### src/sv/vwsh_pkg.sv
package vwsh_pkg;

   localparam logic [1:0] FUNC_VERTEX = 2'd0;
   localparam logic [1:0] FUNC_FACE   = 2'd1;
   localparam logic [1:0] FUNC_CLEAR  = 2'd2;

   localparam logic [1:0] KIND_VERTEX = 2'd0;
   localparam logic [1:0] KIND_FACE   = 2'd1;
   localparam logic [1:0] KIND_CLEAR  = 2'd2;

   localparam logic [1:0] STATUS_OK    = 2'd0;
   localparam logic [1:0] STATUS_FULL  = 2'd1;
   localparam logic [1:0] STATUS_COUNT = 2'd2;

   localparam logic [31:0] PRIME_X = 32'd73856093;
   localparam logic [31:0] PRIME_Y = 32'd19349663;
   localparam logic [31:0] PRIME_Z = 32'd83492791;

   localparam logic [31:0] INVERSE_CELL_RESET = 32'd65536;
   localparam int          CSR_ADDR_W = 3;
   localparam logic [CSR_ADDR_W-1:0] CSR_INVERSE_CELL = 3'd0;

   // classified item handed from front to back
   typedef struct packed {
      logic [1:0]  func;
      logic [31:0] key_x;
      logic [31:0] key_y;
      logic [31:0] key_z;
      logic [11:0] corner_a;
      logic [11:0] corner_b;
      logic [11:0] corner_c;
   } job_type;

   localparam int ITEM_W = $bits(job_type);

   typedef struct packed {
      logic [1:0]  kind;
      logic [11:0] welded_index;
      logic        is_new;
      logic        face_kept;
      logic [11:0] new_a;
      logic [11:0] new_b;
      logic [11:0] new_c;
      logic [1:0]  status;
   } rsp_type;

endpackage

### src/sv/vwsh_front.sv
module vwsh_front
   import vwsh_pkg::*;
#(
   parameter int TABLE_SLOTS = 8192
) (
   input  logic                           clock,
   input  logic                           reset,
   input  logic [31:0]                    inverse_cell,
   input  logic                           in_valid,
   output logic                           in_ready,
   input  logic [1:0]                     in_func,
   input  logic [31:0]                    in_pos [3],
   input  logic [11:0]                    in_corner [3],
   output logic                           q_push,
   output job_type                        q_item,
   output logic [$clog2(TABLE_SLOTS)-1:0] q_slot,
   input  logic                           q_full
);
   localparam int SW = $clog2(TABLE_SLOTS);

   typedef enum logic [2:0] {
      S_IDLE, S_KMUL, S_KRND, S_HMUL, S_HACC, S_PUSH
   } state_type;

   state_type    state_ff;
   logic [1:0]   func_ff;
   logic [31:0]  pos_ff [3];
   logic [11:0]  corner_ff [3];
   logic [31:0]  key_ff [3];
   logic [1:0]   ax_ff;
   logic [63:0]  prod_ff;
   logic         neg_ff;
   logic [31:0]  hprod_ff;
   logic [31:0]  hash_ff;

   logic [31:0]  pos_sel, mag_in, prime_sel, key_in;
   logic [32:0]  rnd;

   assign in_ready = (state_ff == S_IDLE);

   always_comb begin
      pos_sel = pos_ff[ax_ff];
      mag_in  = pos_sel[31] ? (32'd0 - pos_sel) : pos_sel;
      unique case (ax_ff)
         2'd0:    prime_sel = PRIME_X;
         2'd1:    prime_sel = PRIME_Y;
         default: prime_sel = PRIME_Z;
      endcase
      rnd = 33'((prod_ff + 64'h8000_0000) >> 32);
      if (!neg_ff) begin
         key_in = (rnd > 33'h0_7FFF_FFFF) ? 32'h7FFF_FFFF : rnd[31:0];
      end else begin
         key_in = (rnd > 33'h0_8000_0000) ? 32'h8000_0000 : (32'd0 - rnd[31:0]);
      end
   end

   assign q_push = (state_ff == S_PUSH) && !q_full;
   always_comb begin
      q_item.func     = func_ff;
      q_item.key_x    = key_ff[0];
      q_item.key_y    = key_ff[1];
      q_item.key_z    = key_ff[2];
      q_item.corner_a = corner_ff[0];
      q_item.corner_b = corner_ff[1];
      q_item.corner_c = corner_ff[2];
      // table size is a power of two, so the first slot is the low hash bits
      q_slot          = hash_ff[SW-1:0];
   end

   always_ff @(posedge clock) begin
      if (reset) begin
         state_ff <= S_IDLE;
         ax_ff    <= '0;
      end else begin
         unique case (state_ff)
            S_IDLE: begin
               if (in_valid) begin
                  func_ff   <= in_func;
                  pos_ff    <= in_pos;
                  corner_ff <= in_corner;
                  ax_ff     <= '0;
                  key_ff    <= '{default: '0};
                  if (in_func == FUNC_VERTEX) begin
                     state_ff <= S_KMUL;
                  end else if (in_func == FUNC_FACE || in_func == FUNC_CLEAR) begin
                     state_ff <= S_PUSH;
                  end
               end
            end
            S_KMUL: begin
               prod_ff  <= 64'(mag_in) * 64'(inverse_cell);
               neg_ff   <= pos_sel[31];
               state_ff <= S_KRND;
            end
            S_KRND: begin
               key_ff[ax_ff] <= key_in;
               if (ax_ff == 2'd2) begin
                  ax_ff    <= '0;
                  state_ff <= S_HMUL;
               end else begin
                  ax_ff    <= ax_ff + 1'b1;
                  state_ff <= S_KMUL;
               end
            end
            S_HMUL: begin
               hprod_ff <= 32'(key_ff[ax_ff] * prime_sel);
               state_ff <= S_HACC;
            end
            S_HACC: begin
               hash_ff <= (ax_ff == 2'd0) ? hprod_ff : (hash_ff ^ hprod_ff);
               if (ax_ff == 2'd2) begin
                  state_ff <= S_PUSH;
               end else begin
                  ax_ff    <= ax_ff + 1'b1;
                  state_ff <= S_HMUL;
               end
            end
            S_PUSH: begin
               if (!q_full) begin
                  state_ff <= S_IDLE;
               end
            end
            default: state_ff <= S_IDLE;
         endcase
      end
   end
endmodule

### config.mk
export PLATFORM = sky130hd
export DESIGN_NAME = vwsh_front
export DESIGN_NICKNAME = d
export VERILOG_FILES = /design/src/sv/vwsh_pkg.sv /design/src/sv/vwsh_front.sv
export SDC_FILE = /design/constraint.sdc
export NUM_CORES = 2
export LEC_CHECK = 0
export BUFFER_PORTS_ARGS = -buffer_cell sky130_fd_sc_hd__clkbuf_2
export CORE_MARGIN = 2
export CORE_UTILIZATION = 35
export DETAILED_ROUTE_END_ITERATION = 8
export PLACE_DENSITY_LB_ADDON = 0.1
export SYNTH_ARGS = -nofsm -noshare
export SYNTH_HDL_FRONTEND = slang
export SYNTH_SLANG_ARGS = --single-unit
### constraint.sdc
create_clock -name clock -period 14.8 [get_ports clock]
set_input_delay 0.74 -clock clock [delete_from_list [all_inputs] [get_ports clock]]
set_output_delay 0.74 -clock clock [all_outputs]
set_load 0.05 [all_outputs]
# == Word-level counts from Yosys, hierarchy flattened ==
# Cells that the tools add are included.
# totals
out_inout_bits,149
inputBits,170
elab_cells,86
reg_bits,364
# classes
n_bitwise,3
mux,28
eq_ne,13
n_lt_le_gt_ge,4
multipliers,2
n_reduce_logical,16
n_addsub,4
# ops
op,n
32-bit two-way mux,10
96-bit one-hot mux with 2 select lines,1
32-bit binary-select mux with 2-bit select,2
96-bit bitwise mux,1
96-bit two-way mux,1
64-bit by 32-bit adder with 64-bit output (second input constant),1
32-bit demux with 2-bit select,1
32-bit by 32-bit multiplier with 64-bit output,1
1-bit by 32-bit subtractor with 32-bit output (first input constant),2
27-bit one-hot mux with 2 select lines,1
32-bit by 31-bit > comparator with 1-bit output (second input constant),1
32-bit > comparator (second input constant),1
32-bit by 32-bit multiplier with 32-bit output,1
32-bit XOR,1
3-bit one-hot mux with 6 select lines,1
3-bit two-way mux,5
3-bit AND reduction,4
2-bit two-way mux,4
3-bit by 2-bit == test with 1-bit output (second input constant),2
3-bit == test (second input constant),2
2-bit inequality test (second input constant),3
2-bit one-hot mux with 3 select lines,1
2-bit AND reduction,3
2-bit by 1-bit == test with 1-bit output (second input constant),2
other kinds (15),18

# == Logic depth before layout (Yosys ltp) ==
# logic_depth
word_depth,7
depth_mapped,40
mapped_depth_nobuf,37

# == Worst setup path after synthesis ==
# Ideal clock, no wire load.
# synth_timing
path_kind,input -> register
from,in reset
to,reg func_ff[0] (enable)
required_time_ns,14.009
t_arrival_ns,10.081
setup_slack_ns,3.928
path_buffers,1
setup_ns,0.791
path_stages,4
path_cell_list,clkbuf_1 -> nor2_1 -> nand2_1 -> nor3_1
# synth_between
elab_chain_cells,2
# synth_lines
element,line_no,source
"start, declared",vwsh_front.sv:7,"input logic reset,"
1-bit NOT (no source line),n/a,
3-bit AND reduction (no source line),n/a,
"end signal, assigned",vwsh_front.sv:78,func_ff <= in_func;
"end, declared",vwsh_front.sv:26,logic [1:0] func_ff;
# No other way between the ends.
# A chain may end at the register's enable or synchronous reset.

# == Worst setup path in the final report ==
# layout_timing
from,reg ax_ff[1]
to,"reg prod_ff[62], data pin"
# layout_between
elab_chain_cells,7
# layout_lines
element,line_no,source
"start, declared",vwsh_front.sv:30,logic [1:0] ax_ff;
"start signal, assigned",vwsh_front.sv:101,ax_ff <= ax_ff + 1'b1;
"start signal, assigned",vwsh_front.sv:114,ax_ff <= ax_ff + 1'b1;
2-bit NOT with 3-bit output (implied by the code) *,vwsh_front.sv:42,pos_sel = pos_ff[ax_ff];
32-bit binary-select mux with 2-bit select *,vwsh_front.sv:42,
32-bit two-way mux (implied by the code) * (2 in a row),vwsh_front.sv:42,
1-bit by 32-bit subtractor with 32-bit output,vwsh_front.sv:43,mag_in = pos_sel[31] ? (32'd0 - pos_sel) : pos_sel;
32-bit two-way mux *,vwsh_front.sv:43,
32-bit by 32-bit multiplier with 64-bit output *,vwsh_front.sv:91,prod_ff <= 64'(mag_in) * 64'(inverse_cell);
"end signal, assigned",vwsh_front.sv:91,
"end, declared",vwsh_front.sv:31,logic [63:0] prod_ff;
# Every way passes the cells marked *; elsewhere a longest branch is shown, timed or not. The select of a mux whose other input is x is not followed.

==> impl_summary.log <==
INFO  metric synth_cells = about 5000
INFO  metric design.die.area = between 100000 and 150000 sq um
INFO  metric clk_transition_reported_paths = about 60 ps
INFO  metric wire_per_inst = between 20 and 25 microns
INFO  metric setup_tns = 0 ps
INFO  metric drcViolationCount = 0
INFO  metric cp-startpoint = ax_ff[1]
INFO  metric cts-resized-gates = 0
INFO  metric dieHeight = 381 microns
INFO  metric clk-insertion-delay-late = 560 ps
INFO  metric syn2layout_area_growth = 9.83%
INFO  metric run_status = completed
INFO  metric hpwl = 115 mm
INFO  metric min_period = 12270 ps
INFO  metric timing.clock.skew = approximately 20 ps
INFO  metric cp-end-kind = flop
INFO  metric grt_antenna_before_repair = 18
INFO  metric worst_ep_arrival_time = 12660 ps
INFO  metric regArea = 8810 sq um
INFO  metric postRouteAntennaNets = 0
INFO  metric drt_pass1_iterations = 5
INFO  metric chipWidth = approximately 380 microns
INFO  metric pin_slew_with_the_least_headroom_to_its_limit = 1160 ps
INFO  metric placement.io_buffers = 318
INFO  metric nNetsFinal = 6669
INFO  metric max_clock_freq = 81.5 MHz
INFO  metric post_route_cells_drive_above_1_share = between 10% and 20%
INFO  metric cts_post_setup_buffers_inserted = 0
INFO  metric critical-path-top-cell-by-count = sky130_fd_sc_hd__fa_1
INFO  metric rsz0062_at_grt = false
INFO  metric ys.flop_type = sky130_fd_sc_hd__edfxtp_1
INFO  metric synth_edf_count = a little under 300
INFO  metric global_placement_routability_congestion = 0.855
INFO  metric syn_nets = between 6000 and 7000
INFO  metric multi_input_comb_area = roughly 36000 sq um
INFO  metric r2r-start = ax_ff[1]
INFO  metric worst_hold_slack_across_all_endpoints = roughly 350 ps
INFO  metric vias = roughly 36000
INFO  metric syn_area_per_cell = between 9 and 10 sq um
INFO  metric floorplan.io_pins = 319
INFO  metric core = ~140000 sq um
INFO  metric crit_fanout = 47
INFO  metric layout.core_utilization = around two fifths
INFO  metric ctsLongestPathBuffers = 3
INFO  metric initial_utilization = 35.2%
INFO  metric relSlewSlack = between 20% and 30%
INFO  metric seq_total_area_yosys = 17.7%
INFO  metric syn_area = roughly 50000 sq um
INFO  metric cap_viol_max_count = 0
INFO  metric synthArstFlopShare = 0%
INFO  metric first_iter_violations = around 2800
INFO  metric first_global_vias = ~38000
INFO  metric worst_r2r_path_depth = 35
INFO  metric placement_rows = 138
INFO  metric setup_violations = 0
INFO  metric ys_seq_elements = 295
INFO  metric layout_worst_path_cycle_share = between 80 and 90%
INFO  metric global_route.usage.total = between 20% and 30%
INFO  metric cp.required = between 15000 and 20000 ps
INFO  metric largest_net_degree_at_the_start_of_global_routing = 84
INFO  metric critical_path.max_stage_delay = just under 700 ps
INFO  metric cts.sinks = around 300
INFO  metric hold_path.class = in2reg
INFO  metric ys.warnings.count = 0
INFO  metric detail_route.vias_per_cell = ~5.0
INFO  metric regToRegSetupSlack = around 2500 ps
INFO  metric grt_pass1_wl = approximately 240 mm
INFO  metric tritoncts_clock_tree = yes
INFO  metric yosys.cell_types.count = 96
INFO  metric max_h_tree_level = 2
INFO  metric crit_type = reg2reg
INFO  metric critical_path.endpoint = prod_ff[62]
INFO  metric finalWirelength = between 150 and 200 mm
INFO  metric regToRegEndpoint = prod_ff[62]
INFO  metric cp-start-kind = flop
INFO  metric report.final.slew_viol_count = 0
INFO  metric num-fill-cells = about 14000
INFO  metric root_buffer_cell = sky130_fd_sc_hd__clkbuf_16
INFO  metric slowest_stage = sky130_fd_sc_hd__nor4_1
INFO  metric final_hold_viol_count = 0
INFO  metric cts_inserted_buffers = 35
INFO  metric cts.hold.buffers_added = 0
INFO  metric grt-ovfl-total = 0
-- Yosys cell counts, drive strengths merged, types with 4 or more instances --
master,count,area (sq um)
a211o,6,52.6
a211oi,27,228
a21o,45,338
a21oi,143,716
a22oi,15,118
a311o,4,40.0
a31o,5,43.8
a31oi,17,106
a41oi,5,43.8
and2,606,3790
and3,20,131
and4,7,61.3
buf,37,230
clkbuf,247,927
dfxtp,5,100
edfxtp,290,8710
fa,942,18900
ha,313,3920
inv,1015,3810
mux2,8,90.1
mux2i,62,621
nand2,580,2180
nand2b,10,62.6
nand3,63,340
nand3b,7,52.6
nand4,30,203
nor2,113,424
nor2b,10,62.6
nor3,48,267
nor4,19,201
o211ai,11,87.6
o21a,7,52.6
o21ai,122,614
o21bai,10,75.1
o22ai,7,43.8
o2bb2ai,12,105
o31a,5,43.8
o31ai,13,97.6
or2,4,25.0
or3,9,61.3
or4,5,37.5
xnor2,108,953
xor2,37,324
-- placed cells by master, fill, tap and decap left out, drive strengths merged, types with 20 or more instances in the layout --
cell type and n:
a211oi 27, a21o 45, a21oi 143, and2 606, and3 20, buf 76
clkbuf 362, edfxtp 290, fa 942, ha 313, inv 1017, mux2i 62
nand2 580, nand3 63, nand4 30, nor2 113, nor3 48, o21ai 122
xnor2 108, xor2 37
-- critical path, delay by kind of cell, from the launching register on --
family,cells,cell delay [ps]
adders and majority gates,10,4690
buffers and inverters,7,1550
and+or+nand+nor,9,2720
xor gates and xnor gates,1,160
AOI/OAI and AO/OA,8,2550
DFF,1,320
-- worst min-delay path by stage --
stage,start,end,slack [ps],depth (start not counted)
4_1_cts,in_corner[12],q_item[12],310,1
6_report,in_corner[24],q_item[24],350,1
2_1_floorplan,hprod_ff[0],hash_ff[0],530,1
3_5_place_dp,hprod_ff[0],hash_ff[0],540,1
5_1_grt,in_corner[24],q_item[24],320,1
3_3_place_gp,hprod_ff[9],hash_ff[9],530,1
-- flip-flops by register name, indices dropped and copies added, names as in the netlist --
name,cells
state_ff,3
ax_ff,2
func_ff,2
prod_ff,33
hash_ff,13
hprod_ff,13
q_item,132
neg_ff,1
pos_ff,96
-- cell families (layout without fill, tap and decap cells) --
family	after synthesis	count (layout)	share of synthesized area (%)
simple gates	1542	1542	16.2
flops	295	295	17.7
mux	70	70	1.43
other cells	0	12	0
compound gates	488	488	6.29
xor+xnor	145	145	2.57
fa+ha+maj	1255	1255	45.8
buf+inv	1302	1474	10.0
-- area by class of cell --
cell class	count	area share, %
Tap cell	1890	4.33
Multi-Input combinational cell	3500	66.4
Inverter	1018	7.00
Clock buffer	44	1.67
Sequential cell	295	16.1
Clock inverter	18	0.412
Antenna cell	12	0.0550
Timing Repair Buffer	394	3.96
-- per-stage QoR --
step	area [sq um]	instances	setup WS [ps]
after floorplan	49700	5097	3930
after global placement	53400	7097	2820
after detailed placement	53400	7097	2590
after CTS	54600	7159	2520
after global routing	54600	7159	1840
final	54600	7171	2530
-- routing by layer --
layer | part of all wire (%) | vias up | GRT usage (%) | routed length (microns)
li1 | - | 16028 | - | -
met1 | 47 | 18777 | 33.5 | 75400
met2 | 45 | 1013 | 34.6 | 71900
met3 | 5.7 | 136 | 2.09 | 8980
met4 | 1.6 | 10 | 3.87 | 2480
met5 | 0.043 | - | 0 | 69
Power is not shown: default switching activity piles up to over one toggle a cycle in this logic, so the estimate is an artifact.
