**src/sv/vwsh_fifo.sv**
```systemverilog
module vwsh_fifo #(
   parameter int WIDTH = 8,
   parameter int DEPTH = 4
) (
   input  logic             clock,
   input  logic             reset,
   input  logic             push,
   input  logic [WIDTH-1:0] push_data,
   output logic             full,
   input  logic             pop,
   output logic [WIDTH-1:0] pop_data,
   output logic             empty
);
   localparam int PW = $clog2(DEPTH);
   localparam int CW = $clog2(DEPTH + 1);

   logic [WIDTH-1:0] mem [DEPTH];
   logic [PW-1:0]    wr_ff, wr_in, rd_ff, rd_in;
   logic [CW-1:0]    cnt_ff, cnt_in;
   logic             do_push, do_pop;

   assign full     = (cnt_ff == CW'(DEPTH));
   assign empty    = (cnt_ff == '0);
   assign do_push  = push && !full;
   assign do_pop   = pop && !empty;
   assign pop_data = mem[rd_ff];

   always_comb begin
      wr_in  = wr_ff;
      rd_in  = rd_ff;
      cnt_in = cnt_ff;
      if (do_push) begin
         wr_in = (wr_ff == PW'(DEPTH - 1)) ? '0 : wr_ff + 1'b1;
      end
      if (do_pop) begin
         rd_in = (rd_ff == PW'(DEPTH - 1)) ? '0 : rd_ff + 1'b1;
      end
      if (do_push && !do_pop) begin
         cnt_in = cnt_ff + 1'b1;
      end else if (do_pop && !do_push) begin
         cnt_in = cnt_ff - 1'b1;
      end
   end

   always_ff @(posedge clock) begin
      if (reset) begin
         wr_ff  <= '0;
         rd_ff  <= '0;
         cnt_ff <= '0;
      end else begin
         wr_ff  <= wr_in;
         rd_ff  <= rd_in;
         cnt_ff <= cnt_in;
      end
      if (do_push) begin
         mem[wr_ff] <= push_data;
      end
   end
endmodule

```
**config.mk**
```make
export PLATFORM = sky130hd
export DESIGN_NAME = vwsh_fifo
export DESIGN_NICKNAME = d
export VERILOG_FILES = /design/src/sv/vwsh_fifo.sv
export SDC_FILE = /design/constraint.sdc
export NUM_CORES = 1
export LEC_CHECK = 0
export BUFFER_PORTS_ARGS = -buffer_cell sky130_fd_sc_hd__buf_2
export CAP_MARGIN = 20
export CORE_MARGIN = 2
export CORE_UTILIZATION = 40
export DETAILED_ROUTE_END_ITERATION = 16
export HOLD_SLACK_MARGIN = 0.15
export PLACE_DENSITY = 0.7
export SETUP_SLACK_MARGIN = 0.2
export SYNTH_ARGS = -nofsm -noshare
export SYNTH_HDL_FRONTEND = slang
export SYNTH_SLANG_ARGS = --single-unit
```
**constraint.sdc**
```tcl
create_clock -name clock -period 6.1 [get_ports clock]
set_clock_uncertainty 0.05 [all_clocks]
set_input_delay 0.305 -clock clock [delete_from_list [all_inputs] [get_ports clock]]
set_output_delay 0.305 -clock clock [all_outputs]
set_load 0.005 [all_outputs]
```
### After elaboration in Yosys (flattened, before gate mapping)

Memory sizes are Yosys's and may differ from the RTL's. A register that Yosys moved wholly into a read port is not among the register bits.
Cells that the tools add are included.

* add/sub/neg operators: 4
* equal/unequal tests: 3
* multiplexer cells: 8
* reduce and logical (&&, ||, !) cells: 10

Operators with widths (count)
* two-way mux 2 bit: 4
* two-way mux 3 bit: 2
* adder 2 x 1 -> 2 bit, second input constant: 2
* == test 2 bit, second input constant: 2
* logical AND 1 bit: 4
* zero test 1 bit: 4
* adder 3 x 1 -> 3 bit, second input constant: 1
* == test 3 bit, second input constant: 1
* zero test 3 bit: 1
* subtractor 3 x 1 -> 3 bit, second input constant: 1
* two-way mux 1 bit: 2
* nonzero test 2 bit: 1

* flip-flop bits (word level): 7
* bits in writable memories: 32
* memories kept: 1

Memories
* mem: words 4, width 8, read ports 1, clocked after Yosys merged registers in 1, write ports 1, RTL line 17 `logic [WIDTH-1:0] mem [DEPTH];`

### Logic depth before layout (Yosys ltp)

Gate-level depths: netlist of the first run.

* depth in word-level cells: 7
* mapped depth: 10

### Least setup slack after synthesis of the first run

Ideal clock, no wire load.

* path type: reg-to-reg
* from: register cnt_ff[0]
* to: register cnt_ff[2]
* setup time: 70 ps
* arrival time: 2093 ps
* required time: 5980 ps
* slack: 3887 ps
* stages on the path, launching flop included: 11
* path buffers: 1
* cell sequence: dfxtp_1 -> or3b_1 -> buf_6 -> clkinv_4 -> nor2_2 -> ha_1 -> inv_1 -> fa_1 -> xor2_1 -> or3_2 -> a21oi_1

* word-level cells in the longest chain between the ends: 6

RTL lines
* start: declaration: RTL line 19 `logic [CW-1:0] cnt_ff, cnt_in;`
* start signal: assignment: RTL line 53 `cnt_ff <= cnt_in;`
* == test 3 bit *: RTL line 22 `assign full = (cnt_ff == CW'(DEPTH));`
* via full: RTL line 9 `output logic full,`
* zero test 1 bit *: RTL line 24 `assign do_push = push && !full;`
* logical AND 1 bit *: RTL line 24
* via do_push: RTL line 20 `logic do_push, do_pop;`
* zero test 1 bit: RTL line 40 `end else if (do_pop && !do_push) begin`
* logical AND 1 bit: RTL line 40
* nonzero test 2 bit (no line)

Mark *: on every way through the listed nets, which the timed path passes. The rest lies on a longest branch. The select of a mux whose other input is x is not followed.
A chain may end at the register's enable or synchronous reset.

### Final worst setup path of the first run

* from: register cnt_ff[0]
* to: register cnt_ff[2]

* word-level cells in the longest chain between the ends: 6

RTL lines (RTL line)
* == test 3 bit *: 22
* zero test 1 bit *: 24
* logical AND 1 bit *: 24
* via do_push: 20
* zero test 1 bit: 40
* logical AND 1 bit: 40
* nonzero test 2 bit (no line)

Marks and branches as above.

==> flow_summary_export.csv, run 1 <==
group,metric,value,unit
sta,tightest_slew,0.566,ns
routing,ant_nets,0,
synthesis,synth_seq_cells,41,
synthesis,synthTopCellsByCount,"edfxtp_1 (32), dfxtp_1 (9), mux4_2 (8)",
clocking,cts_buffer_depth,2,
clocking,cts_tree,"done",
layout,fin_cells,167,
sta,fmax,404,MHz
die,die_w,68.1,µm
clocking,clock-root-buffer,"clkbuf_8",
setup_path,slowest_stage,"dfxtp_1",
clocking,clkLatencyLatePin,0.29,ns
setup_path,cp-end-kind,"register",
hold_path,holdPathStages,1,
die,core-area,0.00397,mm²
sta,min_period,2.48,ns
hold_path,hold_class,"in2reg",
place,pre_cts_ws,3.65,ns
setup_path,critPathKind,"reg2reg",
power_and_ir_drop,leakage,0.691,nW
place,gp_congestion,0.665,
sta,final-hold-violation-count,0,
global_route,antenna_found_initial,0,
clocking,htreeDepth,2,
clocking,hold_buffers,0,
setup_path,worst-path-stages,9,
layout,layout-drive-gt1-share,38.5,%
global_route,grt_max_degree,13,
layout,syn_to_final_growth,13.8,%
global_route,overflow,0,
global_route,grt_pass1_wl,4440,µm
synthesis,synthCells,92,
routing,routed_wl,2670,µm
die,dieHeight,68.1,µm
sta,setup_ws,3.62,ns
place,portBuffers,21,
sta,setup_violations,0,
place,dp_cells,159,
setup_path,r2r_cells,9,
setup_path,crit_chain,"or3b_1 > clkinv_4 > nor2_2 > ha_1 > inv_1 > fa_1 > xor2_1 > or3_2 > a21oi_1",
routing,viasPerCell,5.10,
setup_path,worst-path-buf-inv,2,
clocking,ctsResizeCount,0,
global_route,grt_pass1_vias,937,
sta,rsz0062_at_grt,"false",
routing,drt_iter0_markers,74,
routing,wire_per_inst,16.0,µm
synthesis,synth_fp_nets,111,
clocking,cts_setup_buffers,0,
synthesis,synth_area_leaders,"edfxtp_1 (58%), dfxtp_1 (11%), mux4_2 (11%)",
clocking,clock-sinks,41,
power_and_ir_drop,ir_drop,0.209,mV
die,std_cell_rows,23,
power_and_ir_drop,finalPower,0.000704,W
layout,layout.nets,135,
setup_path,path_max_fanout,7,
routing,dr_total_vias,851,
sta,tns,0,ns
sta,maxSlewHeadroom,62.2,%
setup_path,cp-start-kind,"register",
synthesis,ys_types,26,
setup_path,critPathMaxStageDelay,0.45,ns
sta,fin_crit_sh,40.6,%
power_and_ir_drop,swShare,27.6,%
synthesis,postSynthAreaPerCell,17.9,µm²
layout,final_util,47.1,%
power_and_ir_drop,p_clk_share,23.2,%
die,dieArea,0.00464,mm²
power_and_ir_drop,p_int,0.000509,W
routing,drcViolationCount,0,
setup_path,crit_required,6.27,ns
synthesis,yosysMostFrequentCell,"edfxtp_1",
outcome,status,"completed",
routing,dr.pass1.iters,4,
die,pin_count,22,
synthesis,yosysSeqAreaShare,69.4,%
power_and_ir_drop,switching_power,0.000195,W
synthesis,ys.flop_type,"edfxtp_1",
setup_path,crit_arrival,2.65,ns
die,initial_core_util,41.4,%
place,hpwlAfterDp,1870,µm
power_and_ir_drop,p_comb_share,23.4,%
power_and_ir_drop,p_per_area,376,mW/mm²
layout,antenna_cells,0,
flow_run,maxCapViolCount,0,
clocking,cts_buffers,5,
synthesis,async_flop_share,0,%
clocking,cts.reportedPaths.clkPinSlew,0.07,ns
global_route,grt_usage,13.9,%
synthesis,ys_warn_count,0,
sta,slew_violations,0,
setup_path,crit_family,"simple AND/OR/NAND/NOR gates",
power_and_ir_drop,seqPwrFrac,53.3,%
synthesis,synth_edf_count,32,
synthesis,yosysTopAreaCellShare,58.4,%
synthesis,syn_area,0.00165,mm²
synthesis,yosys.area.top_type,"edfxtp_1",
flip-flops by register name, summed over array words and instances (netlist names), named ones only:
signal,flops
rd_ff,2
mem,32
cnt_ff,3
wr_ff,2
stage by stage:
step | hold slack [ns] | area [µm²]
2_1_floorplan | 0.354 | 1650
4_1_cts | 0.169 | 1870
5_1_grt | 0.176 | 1870
6_report | 0.181 | 1870
3_5_place_dp | 0.468 | 1790
3_3_place_gp | 0.421 | 1790
power groups by stage:
| stage | Clock (W) | Combinational [W] | Sequential, W |
|---|---|---|---|
| after floorplan | 0 | 0.000130 | 0.000362 |
| after global placement | 0 | 0.000159 | 0.000379 |
| after detailed placement | 0 | 0.000167 | 0.000384 |
| after CTS | 0.000172 | 0.000168 | 0.000377 |
| after global routing | 0.000183 | 0.000189 | 0.000382 |
| final | 0.000164 | 0.000165 | 0.000375 |
per-layer routing:
| layer | global-route usage (%) | vias up | part of all wire [%] |
|---|---|---|---|
| met2 | 23.8 | 35 | 50 |
| met4 | 6.00 | 0 | 1.9 |
| met5 | 0 | - | 0 |
| met3 | 5.59 | 6 | 7.8 |
| met1 | 15.1 | 413 | 41 |
| li1 | - | 397 | - |
layout by cell type (no fill, tap or decap), drive strengths merged, types with 3 or more instances in the layout:
master,count
clkbuf,6
nor2,4
dfxtp,9
inv,4
ha,6
clkinv,3
and3,4
a21oi,3
buf,21
edfxtp,32
mux4,8
layout make-up:
class / instances / area [µm²]
clock buffer: 6 / 72.6
clock inverter: 2 / 10.0
fill: 353 / 2100
inverter: 5 / 23.8
multi-input combinational: 42 / 457
sequential: 41 / 1140
tap: 50 / 62.6
timing repair buffer: 21 / 105
final timing paths:
| check | from | to | slack (ns) |
|---|---|---|---|
| setup reg to reg | cnt_ff[0] | cnt_ff[2] | 3.62 |
| hold reg to reg | rd_ff[0] | register | 0.47 |
| setup / recovery | cnt_ff[0] | cnt_ff[2] | 3.62 |
| hold / removal | push_data[5] | mem[0][5] | 0.18 |
worst register-to-register path: stages (launching register included):
cell      delay [ns]
dfxtp_1         0.45
or3b_1          0.31
clkinv_4        0.09
nor2_2          0.14
ha_1            0.20
inv_1           0.07
fa_1            0.37
xor2_1          0.16
or3_2           0.41
a21oi_1         0.16
logic make-up (layout without fill, tap and decap cells):
| family | count (synthesis) | in the layout | synth area share [%] |
|---|---|---|---|
| muxes | 10 | 10 | 12.2 |
| AOI/OAI and AO/OA | 7 | 7 | 3.04 |
| DFF | 41 | 41 | 69.4 |
| and+or+nand+nor | 16 | 16 | 5.70 |
| adders and majority gates | 7 | 7 | 5.78 |
| xor gates and xnor gates | 2 | 2 | 1.06 |
| buffers and inverters | 9 | 34 | 2.89 |
No activity file was read; power rests on OpenSTA's default activity.
==> inputs of run 2 (changes only) <==
- PLACE_DENSITY: 0.7 -> 0.72
- clock period: 6.1 -> 2.2 ns (I/O delays scaled with it)
==> run 2 against run 1 <==
  * Total power rose to 3.1 times the previous value
  * Wire length fell by 2.0%
  * Clock power grew to 3.5 times the previous value
  * Hold slack worse by 0.024 ns
  * Combinational power rose to 3.3 times the previous value
  * Via count rose by 5.3%
  * Utilization is 5.3 points higher
  * Worst setup slack got worse by 3.5 ns
  * Sequential power rose to 2.8 times the previous value
  * Maximum frequency is 21% higher
  * Die area stayed put
  * Critical endpoint unchanged
==> flow_summary_export.csv, run 2 (synthesis results as in run 1) <==
group,metric,value,unit
routing,drt_iter0_markers,64,
routing,routed_wl,2610,µm
sta,tns,0,ns
setup_path,crit_chain,"or3b_4 > clkinv_4 > nor2_4 > ha_4 > inv_2 > fa_2 > xor2_1 > or3_4 > a21oi_2",
sta,holdWs,0.157,ns
clocking,clock-root-buffer,"clkbuf_8",
layout,largestRegisters,"mem: 32 flops, cnt_ff: 3 flops",
sta,tightest_slew,0.548,ns
die,dieArea,0.00464,mm²
layout,final_cell_mix,"edfxtp_1 (32), buf_2 (21), dlygate4sd3_1 (10), mux4_2 (8), dfxtp_1 (6)",
power_and_ir_drop,finalPower,0.00218,W
setup_path,crit_family,"simple AND/OR/NAND/NOR gates",
global_route,antenna_found_initial,0,
place,hpwlAfterDp,1830,µm
place,placed_area,0.00183,mm²
sta,fmax,488,MHz
power_and_ir_drop,leakage,0.772,nW
global_route,overflow,0,
sta,slew_violations,0,
power_and_ir_drop,ir_drop,0.447,mV
sta,setup_violations,0,
setup_path,worst-path-buf-inv,2,
layout,layout.nets,150,
die,std_cell_rows,23,
routing,viasPerCell,4.92,
setup_path,crit_required,2.37,ns
clocking,cts_buffer_depth,2,
die,pin_count,22,
die,die_w,68.1,µm
global_route,grt_pass1_wl,4230,µm
clocking,cts_buffers,5,
layout,layout-drive-gt1-share,43.2,%
layout,largest_register_ffs,32,
sta,fin_crit_sh,93.2,%
clocking,cts.reportedPaths.clkPinSlew,0.07,ns
die,dieHeight,68.1,µm
setup_path,crit_arrival,2.22,ns
layout,syn_to_final_growth,26.6,%
global_route,grt_max_degree,13,
hold_path,hold_class,"in2reg",
setup_path,path_max_fanout,3,
layout,finalInstanceArea,0.00208,mm²
setup_path,critPathKind,"reg2reg",
flow_run,maxCapViolCount,0,
routing,drcViolationCount,0,
routing,ant_nets,0,
place,portBuffers,21,
sta,final-hold-violation-count,0,
setup_path,slowest_stage,"dfxtp_4",
setup_path,cp-start-kind,"register",
layout,fillers,347,
power_and_ir_drop,p_per_area,1040,mW/mm²
layout,antenna_cells,0,
global_route,grt_usage,13.5,%
layout,top_register,"mem",
clocking,cts_tree,"done",
routing,dr_total_vias,896,
outcome,status,"completed",
routing,dr.pass1.iters,4,
die,core-area,0.00397,mm²
clocking,clkLatencyLatePin,0.29,ns
die,initial_core_util,41.4,%
layout,final_common_cell,"edfxtp_1",
sta,rsz0062_at_grt,"true",
routing,wire_per_inst,14.4,µm
clocking,htreeDepth,2,
place,gp_congestion,0.796,
global_route,grt_pass1_vias,927,
clocking,clock-sinks,41,
sta,min_period,2.05,ns
sta,maxSlewHeadroom,63.4,%
setup_path,cp-end-kind,"register",
setup_path,critPathMaxStageDelay,0.36,ns
==> run 2: cell count changes in the layout (fill, tap and decap cells not counted), moves of 2 or more <==
cell / change
dlygate4sd3_1: +10
buf_4: +5
dfxtp_1: -3
dfxtp_4: +3
clkinv_2: -2
==> run 2: stage by stage <==
step | setup slack [ns] | instances | utilization [%]
after floorplan | 0.149 | 92 | -
after global placement | 0.150 | 160 | 46.0
after detailed placement | 0.0406 | 160 | 46.0
after CTS | 0.144 | 181 | 52.3
after global routing | 0.0910 | 182 | 52.5
final | 0.151 | 182 | 52.5
==> run 2: final cells by class <==
class / instances / area (µm²) / share of cell area (%)
inverter: 5 / 23.8 / 1.14
sequential: 41 / 1150 / 55.3
multi-input combinational: 42 / 495 / 23.8
tap: 50 / 62.6 / 3.00
clock inverter: 2 / 33.8 / 1.62
timing repair buffer: 36 / 243 / 11.7
clock buffer: 6 / 72.6 / 3.48
==> run 2: worst register-to-register path, cell delays in order, from the launching register on <==
cell      delay, ns
dfxtp_4        0.36
or3b_4         0.25
clkinv_4       0.06
nor2_4         0.14
ha_4           0.15
inv_2          0.03
fa_2           0.33
xor2_1         0.15
or3_4          0.33
a21oi_2        0.13
==> run 2: power by group <==
part | total [W] | switching [W] | internal [W]
Clock | 0.000575 | 0.000241 | 0.000335
Combinational | 0.000544 | 0.000223 | 0.000321
Sequential | 0.00106 | 0.000102 | 0.000955
==> run 2: worst paths after layout <==
| check | from | to | slack [ns] | cells past startpoint |
|---|---|---|---|---|
| max | cnt_ff[2] | cnt_ff[2] | 0.15 | 9 |
| min | pop | rd_ff[0] | 0.16 | 4 |
| max reg2reg | cnt_ff[2] | cnt_ff[2] | 0.15 | 9 |
| min reg2reg | rd_ff[0] | rd_ff[0] | 0.45 | 2 |
==> run 2: timing repair <==
item                                   4_1_cts  5_1_grt
hold buffers                                10        0
setup endpoints to repair                    1        1
buffers inserted                             3        1
resized for setup                            4        0
pin swaps                                    4        2
endpoints found under the hold margin       41        0
==> run 2: layer usage <==
metal  wire [µm]  GRT usage, %
met5           0             0
met4          53          6.00
met3         162          5.76
met2        1340          22.7
met1        1050          14.8
==> inputs of run 3 (changes only) <==
- CORE_MARGIN: 2 -> 1.5
- CTS_BUF_LIST: not set -> sky130_fd_sc_hd__clkbuf_4
- RECOVER_POWER: not set -> 50
==> run 3 against run 2 <==
  * Cell area is 1.5% lower
  * Final cell count is 2.2% higher
  * Hold slack better by 0.10 ns
  * Non-clock buffer count is 5 higher
  * Critical path depth stayed put
  * Sequential share of layout area is 0.90 points higher
  * Clock power is 43% lower
  * Combinational power is 5.3% higher
  * Via count is 2.7% higher
  * Die area is 2.9% lower
  * Wire length is 3.1% higher
  * Total power is 10% lower
==> flow_summary_export.csv, run 3 (synthesis results as in run 1) <==
group,metric,value,unit
routing,drt_iter0_markers,35,
power_and_ir_drop,finalPower,0.00196,W
global_route,overflow,0,
die,std_cell_rows,23,
global_route,grt_pass1_vias,963,
sta,min_period,2.05,ns
hold_path,hold_class,"in2reg",
die,dieArea,0.00451,mm²
layout,fillers,335,
global_route,grt_pass1_wl,4540,µm
setup_path,startpoint,"cnt_ff[2]",
sta,final-hold-violation-count,0,
flow_run,maxCapViolCount,0,
layout,syn_to_final_growth,24.7,%
layout,antenna_cells,0,
clocking,cts_tree,"done",
sta,tns,0,ns
global_route,antenna_found_initial,0,
clocking,clock-root-buffer,"clkbuf_4",
sta,setup_ws,0.155,ns
routing,routed_wl,2700,µm
routing,drcViolationCount,0,
setup_path,cp-start-kind,"register",
routing,dr_total_vias,920,
clocking,cts.reportedPaths.clkPinSlew,0.10,ns
clocking,cts_buffers,5,
routing,wire_per_inst,14.5,µm
clocking,htreeDepth,2,
layout,final_common_cell,"edfxtp_1",
setup_path,crit_chain,"or3b_1 > clkinv_4 > nor2_4 > ha_4 > inv_2 > fa_2 > xor2_1 > or3_4 > a21oi_2",
sta,setup_violations,0,
clocking,clkLatencyLatePin,0.32,ns
power_and_ir_drop,ir_drop,0.576,mV
layout,largest_register_ffs,32,
layout,final_cell_mix,"edfxtp_1 (32), dlygate4sd3_1 (13), buf_2 (12), clkbuf_1 (10), mux4_2 (8)",
sta,slew_violations,0,
place,hpwlAfterDp,1850,µm
sta,fmax,489,MHz
routing,viasPerCell,4.95,
hold_path,min_from,"pop",
sta,maxSlewHeadroom,71.0,%
layout,layout-drive-gt1-share,34.6,%
die,pin_count,22,
place,portBuffers,21,
clocking,cts_buffer_depth,2,
sta,tightest_slew,0.435,ns
global_route,grt_max_degree,13,
global_route,grt_usage,14.2,%
layout,top_register,"mem",
setup_path,reg2reg_from,"cnt_ff[2]",
die,core-area,0.00397,mm²
power_and_ir_drop,leakage,0.745,nW
power_and_ir_drop,p_per_area,953,mW/mm²
place,pre_cts_ws,0.0721,ns
setup_path,path_max_fanout,3,
layout,finalInstanceArea,0.00205,mm²
setup_path,crit_family,"simple AND/OR/NAND/NOR gates",
clocking,clock-sinks,41,
setup_path,crit_required,2.40,ns
die,initial_core_util,41.4,%
layout,layout.nets,155,
die,die_w,67.1,µm
setup_path,critPathKind,"reg2reg",
place,placed_area,0.00183,mm²
setup_path,critPathMaxStageDelay,0.37,ns
setup_path,slowest_stage,"dfxtp_4",
place,gp_congestion,0.661,
outcome,status,"completed",
routing,dr.pass1.iters,4,
setup_path,worst-path-buf-inv,2,
sta,fin_crit_sh,93.0,%
layout,largestRegisters,"mem: 32 flops, cnt_ff: 3 flops",
setup_path,cp-end-kind,"register",
setup_path,crit_arrival,2.25,ns
routing,ant_nets,0,
sta,rsz0062_at_grt,"true",
die,dieHeight,67.1,µm
run 3: cell types whose count changed in the layout (fill, tap and decap cells not counted):
| cell | before | now |
|---|---|---|
| clkbuf_1 | 1 | 10 |
| clkbuf_8 | 5 | 0 |
| and3_1 | 0 | 2 |
| dlygate4sd3_1 | 10 | 13 |
| clkbuf_4 | 0 | 6 |
| or3b_1 | 0 | 1 |
| bufinv_16 | 1 | 0 |
| buf_2 | 21 | 12 |
| dfxtp_2 | 0 | 1 |
| and3_2 | 4 | 2 |
| or3b_4 | 1 | 0 |
| dfxtp_1 | 6 | 5 |
| clkinvlp_4 | 0 | 1 |
run 3: per-stage QoR:
step / hold slack, ns / util (%) / instances
after floorplan: 0.159 / - / 92
after global placement: 0.275 / 46.0 / 160
after detailed placement: 0.276 / 46.0 / 160
after CTS: -0.0184 / 51.7 / 184
after global routing: 0.293 / 51.7 / 186
final: 0.262 / 51.7 / 186
run 3: what timing repair did:
item	4_1_cts	5_1_grt
cloned	0	0
pin swaps	5	2
hold buffers	12	1
endpoints found under the hold margin	41	3
setup endpoints to repair	1	9
buffers inserted	5	1
gates resized for setup	4	1
run 3: cell type report:
cell class              count  area (µm²)  area share (%)
multi-input cells          42         490            23.9
repair buffers             41         273            13.3
well taps                  50        62.6            3.05
clock inverters             2        11.3           0.549
flip-flops and latches     41        1150            56.2
clock buffers               5        37.5            1.83
inverters                   5        23.8            1.16
run 3: worst paths after layout:
check                                  to  slack [ns]  cells past startpoint
worst min-delay path            cnt_ff[0]        0.26                      5
worst min register to register  cnt_ff[0]        0.53                      2
worst max-delay path            cnt_ff[2]        0.15                      9
worst max register to register  cnt_ff[2]        0.15                      9
run 3: per-layer routing:
layer | track usage, % | wire length, µm | up-vias
met3 | 4.00 | 108 | 3
li1 | - | - | 438
met4 | 3.83 | 17 | 0
met2 | 25.0 | 1420 | 21
met5 | 0 | 0 | -
met1 | 17.1 | 1150 | 458
run 3: worst min-delay path: cells and delay by family:
family	cells	cell delay, ns
AO/OA/AOI/OAI	1	0.07
XOR/XNOR	1	0.06
adder cells (fa/ha/maj)	1	0.15
buffers and inverters	1	0.12
AND/OR/NAND/NOR	1	0.08
run 3: power by group:
| group | total (W) | leakage, nW | switching [W] | internal [W] |
|---|---|---|---|---|
| combinational | 0.000573 | 0.351 | 0.000234 | 0.000339 |
| clock | 0.000327 | 0.0247 | 0.000212 | 0.000115 |
| sequential | 0.00106 | 0.370 | 0.000101 | 0.000956 |
